**config.mk**
```make
export PLATFORM = sky130hd
export DESIGN_NAME = peak_limiter_gain_top
export DESIGN_NICKNAME = d
export VERILOG_FILES = /design/src/design/plg_pkg.sv /design/src/design/peak_limiter_gain_top.sv /design/src/design/plg_mac.sv /design/src/design/plg_div.sv
export SDC_FILE = /design/constraint.sdc
export NUM_CORES = 1
export LEC_CHECK = 0
export CAP_MARGIN = 0
export CORE_ASPECT_RATIO = 0.9
export CORE_MARGIN = 2
export CORE_UTILIZATION = 40
export CTS_CLUSTER_SIZE = 24
export DETAILED_ROUTE_END_ITERATION = 10
export DONT_BUFFER_PORTS = 1
export MAX_ROUTING_LAYER = met4
export PLACE_DENSITY = 0.58
export SYNTH_ARGS = -nofsm -noshare
export SYNTH_HDL_FRONTEND = slang
export SYNTH_SLANG_ARGS = --single-unit
```
**constraint.sdc**
```tcl
create_clock -name clk -period 3.7 [get_ports clk]
set_clock_uncertainty 0.05 [all_clocks]
set_input_delay 0.37 -clock clk [delete_from_list [all_inputs] [get_ports clk]]
set_output_delay 0.37 -clock clk [all_outputs]
set_load 0.05 [all_outputs]
```
**src/design/plg_pkg.sv**
```systemverilog
// ----------------------------------------------------------------------------
// plg_pkg: shared types and constants for the peak limiter gain stage
// Sequencer states, serial step counts, register map and fixed result codes.
// ----------------------------------------------------------------------------
package plg_pkg;

  typedef enum logic [2:0] {
    ST_IDLE,
    ST_LOAD,
    ST_MAC,
    ST_EVAL,
    ST_DIV,
    ST_OUT
  } state_t;

  // one coefficient bit / one quotient bit per step
  localparam int unsigned STEPS = 16;
  localparam int unsigned CNT_W = 4;

  localparam logic [1:0] REG_THRESHOLD = 2'd0;
  localparam logic [1:0] REG_ATTACK    = 2'd1;
  localparam logic [1:0] REG_RELEASE   = 2'd2;

  localparam logic [15:0] THRESHOLD_RST = 16'd32768;
  localparam logic [15:0] ATTACK_RST    = 16'd58982;
  localparam logic [15:0] RELEASE_RST   = 16'd66;

  localparam logic [15:0] DIV_UNITY = 16'd256;
  localparam logic [15:0] DIV_SAT   = 16'hFFFF;

endpackage

```
**src/design/peak_limiter_gain_top.sv**
```systemverilog
// ----------------------------------------------------------------------------
// peak_limiter_gain_top: per-channel peak limiter envelope and gain divisor
// Rectify, one-pole envelope update per channel, then env/threshold in Q8.8 (unity below threshold, FFFF on overflow).
// Words are handled one at a time: the 16-step serial multiplier, then, when
// limiting below saturation, the 16-step serial divider; input is taken only in
// the idle state, so a new word waits until the last one reaches the output register.
// Output register decouples the sides: next word is taken while a result waits.
// Reset: envelopes cleared, registers to defaults, output register empty.
// ----------------------------------------------------------------------------
module peak_limiter_gain_top #(
  parameter int CHANNELS = 8
) (
  input  logic        clk,
  input  logic        rst_n,
  // in_tdata: [2:0] channel, [18:3] sample, [23:19] zero
  input  logic        in_tvalid,
  output logic        in_tready,
  input  logic [23:0] in_tdata,
  // out_tdata: [15:0] gain_divisor, [31:16] envelope
  output logic        out_tvalid,
  input  logic        out_tready,
  output logic [31:0] out_tdata,
  // out_tuser: [0] limiting
  output logic        out_tuser,
  input  logic        cfg_psel,
  input  logic        cfg_penable,
  input  logic        cfg_pwrite,
  input  logic [3:0]  cfg_paddr,
  input  logic [31:0] cfg_pwdata,
  output logic [31:0] cfg_prdata,
  output logic        cfg_pready
);
  import plg_pkg::*;

  // only channels 0..7 are addressable
  localparam int DEPTH = (CHANNELS < 8) ? CHANNELS : 8;
  localparam int IDX_W = (DEPTH > 1) ? $clog2(DEPTH) : 1;

  state_t state_r, state_nxt;

  logic [15:0] threshold_r, attack_r, release_r;
  logic [15:0] store_r [DEPTH];

  logic [IDX_W-1:0] idx_r;
  logic             ch_ok_r;
  logic [16:0]      mag_r;
  logic [15:0]      prev_r;
  logic [15:0]      env_r;
  logic             lim_r;
  logic [15:0]      div_r;

  logic        out_tvalid_r;
  logic [31:0] out_tdata_r;
  logic        out_tuser_r;

  logic [2:0]        in_channel;
  logic [15:0]       in_sample;
  logic              in_acc;
  logic              ch_ok;
  logic [16:0]       mag;
  logic              cfg_wr;

  logic              mac_start, mac_done;
  logic signed [17:0] mac_diff;
  logic [15:0]       mac_coeff;
  logic signed [16:0] mac_prod;
  logic [17:0]       env_sum;
  logic [15:0]       env_new;

  logic              div_start, div_done;
  logic [15:0]       div_quot;
  logic              limit_now;
  logic              sat_now;
  logic              out_free;

  assign in_channel = in_tdata[2:0];
  assign in_sample  = in_tdata[18:3];
  assign in_acc     = in_tvalid && in_tready;
  assign ch_ok      = {4'b0000, in_channel} < 7'(CHANNELS);
  assign mag        = in_sample[15] ? (17'h10000 - {1'b0, in_sample}) : {1'b0, in_sample};

  assign mac_diff  = $signed({1'b0, mag_r}) - $signed({2'b00, prev_r});
  assign mac_coeff = (mag_r > {1'b0, prev_r}) ? attack_r : release_r;
  assign env_sum   = {2'b00, prev_r} + {mac_prod[16], mac_prod};
  assign env_new   = env_sum[15:0];

  assign limit_now = env_r > threshold_r;
  assign sat_now   = {8'h00, env_r} >= {threshold_r, 8'h00};
  assign out_free  = !out_tvalid_r || out_tready;

  plg_mac u_mac (
    .clk     (clk),
    .rst_n   (rst_n),
    .start   (mac_start),
    .coeff   (mac_coeff),
    .diff    (mac_diff),
    .done    (mac_done),
    .product (mac_prod)
  );

  plg_div u_div (
    .clk   (clk),
    .rst_n (rst_n),
    .start (div_start),
    .num   (env_r),
    .den   (threshold_r),
    .done  (div_done),
    .quot  (div_quot)
  );

  // sequencer
  always_comb begin
    state_nxt = state_r;
    in_tready = 1'b0;
    mac_start = 1'b0;
    div_start = 1'b0;
    case (state_r)
      ST_IDLE: begin
        in_tready = 1'b1;
        if (in_tvalid) state_nxt = ST_LOAD;
      end
      ST_LOAD: begin
        mac_start = 1'b1;
        state_nxt = ST_MAC;
      end
      ST_MAC: begin
        if (mac_done) state_nxt = ST_EVAL;
      end
      ST_EVAL: begin
        if (limit_now && !sat_now) begin
          div_start = 1'b1;
          state_nxt = ST_DIV;
        end else begin
          state_nxt = ST_OUT;
        end
      end
      ST_DIV: begin
        if (div_done) state_nxt = ST_OUT;
      end
      ST_OUT: begin
        if (out_free) state_nxt = ST_IDLE;
      end
      default: state_nxt = ST_IDLE;
    endcase
  end

  always_ff @(posedge clk) begin
    if (!rst_n) begin
      state_r <= ST_IDLE;
    end else begin
      state_r <= state_nxt;
    end
  end

  // datapath registers
  always_ff @(posedge clk) begin
    if (in_acc) begin
      idx_r   <= in_channel[IDX_W-1:0];
      ch_ok_r <= ch_ok;
      mag_r   <= mag;
      prev_r  <= ch_ok ? store_r[in_channel[IDX_W-1:0]] : 16'h0000;
    end
    if (state_r == ST_MAC && mac_done) begin
      env_r <= env_new;
    end
    if (state_r == ST_EVAL) begin
      lim_r <= limit_now;
      div_r <= !limit_now ? DIV_UNITY : DIV_SAT;
    end
    if (state_r == ST_DIV && div_done) begin
      div_r <= div_quot;
    end
  end

  // envelope store
  always_ff @(posedge clk) begin
    if (!rst_n) begin
      for (int i = 0; i < DEPTH; i++) begin
        store_r[i] <= '0;
      end
    end else if (state_r == ST_MAC && mac_done && ch_ok_r) begin
      store_r[idx_r] <= env_new;
    end
  end

  // output register
  always_ff @(posedge clk) begin
    if (!rst_n) begin
      out_tvalid_r <= 1'b0;
    end else if (state_r == ST_OUT && out_free) begin
      out_tvalid_r <= 1'b1;
    end else if (out_tready) begin
      out_tvalid_r <= 1'b0;
    end
  end

  always_ff @(posedge clk) begin
    if (state_r == ST_OUT && out_free) begin
      out_tdata_r <= {env_r, div_r};
      out_tuser_r <= lim_r;
    end
  end

  assign out_tvalid = out_tvalid_r;
  assign out_tdata  = out_tdata_r;
  assign out_tuser  = out_tuser_r;

  // configuration
  assign cfg_pready = 1'b1;
  assign cfg_wr     = cfg_psel && cfg_penable && cfg_pwrite && cfg_pready;

  always_ff @(posedge clk) begin
    if (!rst_n) begin
      threshold_r <= THRESHOLD_RST;
      attack_r    <= ATTACK_RST;
      release_r   <= RELEASE_RST;
    end else if (cfg_wr) begin
      case (cfg_paddr[3:2])
        REG_THRESHOLD: threshold_r <= cfg_pwdata[15:0];
        REG_ATTACK:    attack_r    <= cfg_pwdata[15:0];
        REG_RELEASE:   release_r   <= cfg_pwdata[15:0];
        default: ;
      endcase
    end
  end

  always_comb begin
    case (cfg_paddr[3:2])
      REG_THRESHOLD: cfg_prdata = {16'h0000, threshold_r};
      REG_ATTACK:    cfg_prdata = {16'h0000, attack_r};
      REG_RELEASE:   cfg_prdata = {16'h0000, release_r};
      default:       cfg_prdata = 32'h0000_0000;
    endcase
  end

endmodule

```
**src/design/plg_mac.sv**
```systemverilog
// ----------------------------------------------------------------------------
// plg_mac: bit-serial coefficient multiplier
// Computes floor(coeff * diff / 65536), one coefficient bit per cycle, LSB first.
// ----------------------------------------------------------------------------
module plg_mac (
  input  logic               clk,
  input  logic               rst_n,
  input  logic               start,
  input  logic [15:0]        coeff,
  input  logic signed [17:0] diff,
  output logic               done,
  output logic signed [16:0] product
);
  import plg_pkg::*;

  logic [15:0]        k_r, k_nxt;
  logic signed [17:0] d_r;
  logic signed [18:0] acc_r, acc_nxt;
  logic [CNT_W-1:0]   cnt_r;
  logic               run_r;
  logic               done_r;

  logic signed [18:0] addend;
  logic signed [18:0] sum;

  always_comb begin
    addend  = k_r[0] ? {d_r[17], d_r} : '0;
    sum     = acc_r + addend;
    acc_nxt = sum >>> 1;
    k_nxt   = {1'b0, k_r[15:1]};
  end

  always_ff @(posedge clk) begin
    if (!rst_n) begin
      run_r  <= 1'b0;
      done_r <= 1'b0;
      cnt_r  <= '0;
    end else begin
      done_r <= 1'b0;
      if (start) begin
        run_r <= 1'b1;
        cnt_r <= '0;
      end else if (run_r) begin
        cnt_r <= cnt_r + 1'b1;
        if (cnt_r == CNT_W'(STEPS - 1)) begin
          run_r  <= 1'b0;
          done_r <= 1'b1;
        end
      end
    end
  end

  always_ff @(posedge clk) begin
    if (start) begin
      k_r   <= coeff;
      d_r   <= diff;
      acc_r <= '0;
    end else if (run_r) begin
      k_r   <= k_nxt;
      acc_r <= acc_nxt;
    end
  end

  assign done    = done_r;
  assign product = acc_r[16:0];

endmodule

```
**src/design/plg_div.sv**
```systemverilog
// ----------------------------------------------------------------------------
// plg_div: restoring radix-2 divider
// Quotient of (num << 8) / den for a quotient known to fit 16 bits.
// ----------------------------------------------------------------------------
module plg_div (
  input  logic        clk,
  input  logic        rst_n,
  input  logic        start,
  input  logic [15:0] num,
  input  logic [15:0] den,
  output logic        done,
  output logic [15:0] quot
);
  import plg_pkg::*;

  logic [15:0]      rem_r, rem_nxt;
  logic [15:0]      q_r, q_nxt;
  logic [15:0]      den_r;
  logic [CNT_W-1:0] cnt_r;
  logic             run_r;
  logic             done_r;

  logic [16:0] trial;
  logic [16:0] diff;
  logic        ge;

  // dividend bits leave q_r at the top as quotient bits enter at the bottom
  always_comb begin
    trial   = {rem_r, q_r[15]};
    diff    = trial - {1'b0, den_r};
    ge      = trial >= {1'b0, den_r};
    rem_nxt = ge ? diff[15:0] : trial[15:0];
    q_nxt   = {q_r[14:0], ge};
  end

  always_ff @(posedge clk) begin
    if (!rst_n) begin
      run_r  <= 1'b0;
      done_r <= 1'b0;
      cnt_r  <= '0;
    end else begin
      done_r <= 1'b0;
      if (start) begin
        run_r <= 1'b1;
        cnt_r <= '0;
      end else if (run_r) begin
        cnt_r <= cnt_r + 1'b1;
        if (cnt_r == CNT_W'(STEPS - 1)) begin
          run_r  <= 1'b0;
          done_r <= 1'b1;
        end
      end
    end
  end

  always_ff @(posedge clk) begin
    if (start) begin
      rem_r <= {8'h00, num[15:8]};
      q_r   <= {num[7:0], 8'h00};
      den_r <= den;
    end else if (run_r) begin
      rem_r <= rem_nxt;
      q_r   <= q_nxt;
    end
  end

  assign done = done_r;
  assign quot = q_r;

endmodule
```
==> impl_metrics.yaml <==
setup_path:
  reg2reg_from: "prev_r[0]"
  reg2reg_depth: 12
  crit_path_cell_trace: "ha_1 -> fa_1 -> nor2b_1 -> o21ai_1 -> a21boi_1 -> o21ai_0 -> a211oi_1 -> o21ai_1 -> a21oi_4 -> buf_12 -> mux2i_1 -> o21ai_0"
  slowest_stage: "edfxtp_1"
  cp_max_fo: 16
  setup.worst_path.start_class: "register"
  arrival_ns: 3.54
  reg2reg_slack_ns: 0.40
  crit_type: "register to register"
  critPathMaxStageDelay_ns: 0.42
  r2r-end: "u_mac.k_r[0]"
  end_kind: "register"
  required_ns: 3.95
sta:
  rsz0062_at_grt: "no"
  slew_headroom_pct: 22.68
  fmax_mhz: 303.4
  finalHoldViolations: 0
  period_share_pct: 89.08
  worst_slew_pin_slew_ns: 1.155
  setup_viol_count_final: 0
  worst_slack_ns: 0.4039
  maxSlewViolCount: 0
  finalCriticalPeriod_ns: 3.296
  final.setup.tns_ns: 0
global_route:
  grt_start_max_net_pins: 61
  grt_overflow: 0
  grt_pass1_vias: 12460
  antenna_found_initial: 2
  grt_pass1_wl_mm: 71.24
  grt_util_all_layers_pct: 19.00
pwr:
  p_seq_share_pct: 41.7
  p_clk_share_pct: 33.1
  peakVddDrop_uv: 327.8
  power_switching_mw: 4.106
  internal_power_mw: 9.248
  powerDensity_nw_per_um2: 605.3
  combPwrFrac_pct: 25.1
  swShare_pct: 30.75
  p_leak_nw: 8.508
floorplanning:
  fp-row-count: 76
  ioPinCount: 135
  coreArea_um2: 47930
  initial_utilization_pct: 40.61
  die-area_um2: 50440
  die_h_um: 213.3
  die_w_um: 236.5
route:
  drt_wl_total_mm: 46.32
  wl_per_cell_um: 19.01
  viasPerCell: 5.263
  first_pass_iters: 5
  num_vias: 12830
  postRouteAntennaNets: 0
  drt_iter0_markers: 1007
  drcViolationCount: 0
synthesis:
  ys_warn_count: 0
  synth_cell_types: 64
  synth_edf_count: 296
  ys_ff_latch: 394
  seq_area_frac_synth_pct: 55.75
  avgSynthCellArea_um2: 11.25
  async_reset_ff_share_pct: 0
  synth_area_um2: 19460
  synthFlopType: "edfxtp_1"
  synthCells: 1730
clock_network:
  cts-root-buf: "clkbuf_16"
  ctsResizeCount: 0
  clk_latency_ns: 0.58
  ctsLongestPathBuffers: 3
  cts_tree: "yes"
  cts_max_level: 2
  clock-sinks: 394
  cts_made_buffers: 43
  path_clk_slew_ns: 0.06
layout:
  drive_above_1_share_pct: 10.05
  fin_nets: 1938
  fin_util_pct: 46.03
  areaGrowthSynthToFinish_pct: 13.35
  fillers: 4440
  stdcell_area_um2: 22060
run:
  max_cap_viol_count: 0
status:
  status: "completed"
placed_design:
  hpwl_mm: 31.14
  dpl_cell_area_um2: 20210
  numPortBuffers: 0
  routabilityCongestion: 0.8657
  post-place-ws_ns: 0.4181
worst_hold_path:
  min_to: "mag_r[3]"
  min_from: "in_tdata[18]"
  min_path_type: "input port to register"
  holdPathStages: 2
[how the worst max path moves through the flow]
stage,from,to,slack (ns)
final,prev_r[0],u_mac.k_r[0],0.40
after floorplan,state_r[1],idx_r[0],0.08
after global routing,u_mac.k_r[0],u_mac.acc_r[16],0.14
after detailed placement,env_r[9],u_div.rem_r[6],0.42
after CTS,env_r[9],u_div.quot[10],0.40
after global placement,u_mac.k_r[0],u_mac.acc_r[16],0.46
[per-layer routing]
layer  routed length (um)  GRT usage [%]
met1                21620          25.58
met2                21120          29.55
met3                 2429          3.374
met4                 1161          5.609
met5                    0              -
[Yosys cell counts (4+ instances only)]
cell type  instances  area share, %
xor2_1            27            1.2
o21a_1             6           0.23
buf_1              9           0.17
mux2i_1           56            2.9
or2_2              7           0.22
fa_1               4           0.41
a31oi_1            4           0.13
nand3b_1          10           0.39
nor4_1             5           0.16
nand3_1           24           0.62
dfxtp_1           98             10
buf_4             20           0.77
nor3_1            24           0.62
mux4_2            32            3.7
a21o_1            22           0.85
a21oi_1           60            1.5
xnor2_1           47            2.1
nor4b_1            4           0.18
nor2_1           198            3.8
and3_1             5           0.16
nand2_1          232            4.5
a211oi_1          17           0.66
nand2b_1          20           0.64
nor2b_1           19           0.61
or3_1              6           0.19
a21boi_0          39            1.5
edfxtp_1         296             46
and2_1            22           0.71
ha_1              91            5.8
clkbuf_1          59            1.1
nand4_1           14           0.45
nor3b_1            7           0.27
o211ai_1           8           0.31
o21ai_0           81            2.1
inv_1             85            1.6
o31ai_1            5           0.19
mux2_2            25            1.4
[flip-flops by register name (all words and copies together) (netlist names), 16 cells and up]
signal and flops:
u_div.den_r 16, u_mac.d_r 18, div_r 16, env_r 16
u_div.quot 16, out_tdata 32, release_r 16, u_mac.acc_r 18
prev_r 16, u_div.rem_r 16, u_mac.k_r 16, mag_r 17
attack_r 16, store_r 128, threshold_r 16
[per-stage QoR]
step	std cells	power [mW]	hold slack [ns]
floorplan	1746	8.071	0.3503
global placement	2317	8.894	0.3565
detailed placement	2317	8.952	0.3545
CTS	2435	13.47	0.0001593
global route	2437	14.06	0.02058
finish	2437	13.35	0.03146
[placed cells by master, fill, tap and decap left out, drive strengths merged, types with 24 or more instances in the layout]
cell type	n
a21boi	41
a21oi	64
buf	38
clkbuf	56
dfxtp	98
dlygate4sd3	37
edfxtp	296
ha	91
inv	86
mux2	25
mux2i	56
mux4	32
nand2	232
nand3	24
nor2	198
nor3	24
o21ai	84
xnor2	48
xor2	27
[power groups by stage]
stage	clock network [mW]	registers [mW]	logic, mW
after floorplan	0	5.54	2.53
after global placement	0	5.66	3.24
after detailed placement	0	5.66	3.29
after CTS	4.53	5.58	3.37
after global routing	4.69	5.62	3.74
final	4.42	5.57	3.36
[worst max-delay path: cells and delay by family, from the launching register on]
kind	cells	cell delay [ns]
mux	1	0.26
flops	1	0.42
compound gates	7	1.31
fa+ha+maj	2	0.64
simple gates	1	0.12
buf+inv	1	0.19
[cell type report]
class                   instances  area, um^2  share of cell area (%)
well taps                     624       780.7                   3.539
diodes                          2       5.005                 0.02269
repair buffers                 75       680.7                   3.085
clock buffers                  56        1166                   5.286
multi-input cells            1176        7966                   36.11
clock inverters                24       289.0                   1.310
inverters                      86       322.8                   1.463
flip-flops and latches        394       10850                   49.18
[kinds of logic after synthesis]
kind of cell	Yosys count	synth area share [%]
simple gates	603	13.78
flops	394	55.75
compound gates	272	8.903
buf+inv	176	3.825
mux	113	8.029
fa+ha+maj	95	6.261
xor+xnor	75	3.413
other cells	2	0.03858
[timing repair]
action / CTS / global route
hold buffers: 38 / 0
hold endpoints to repair: 93 / 0
setup buffers: 0 / 0
No activity file was read; power rests on OpenSTA's default activity.
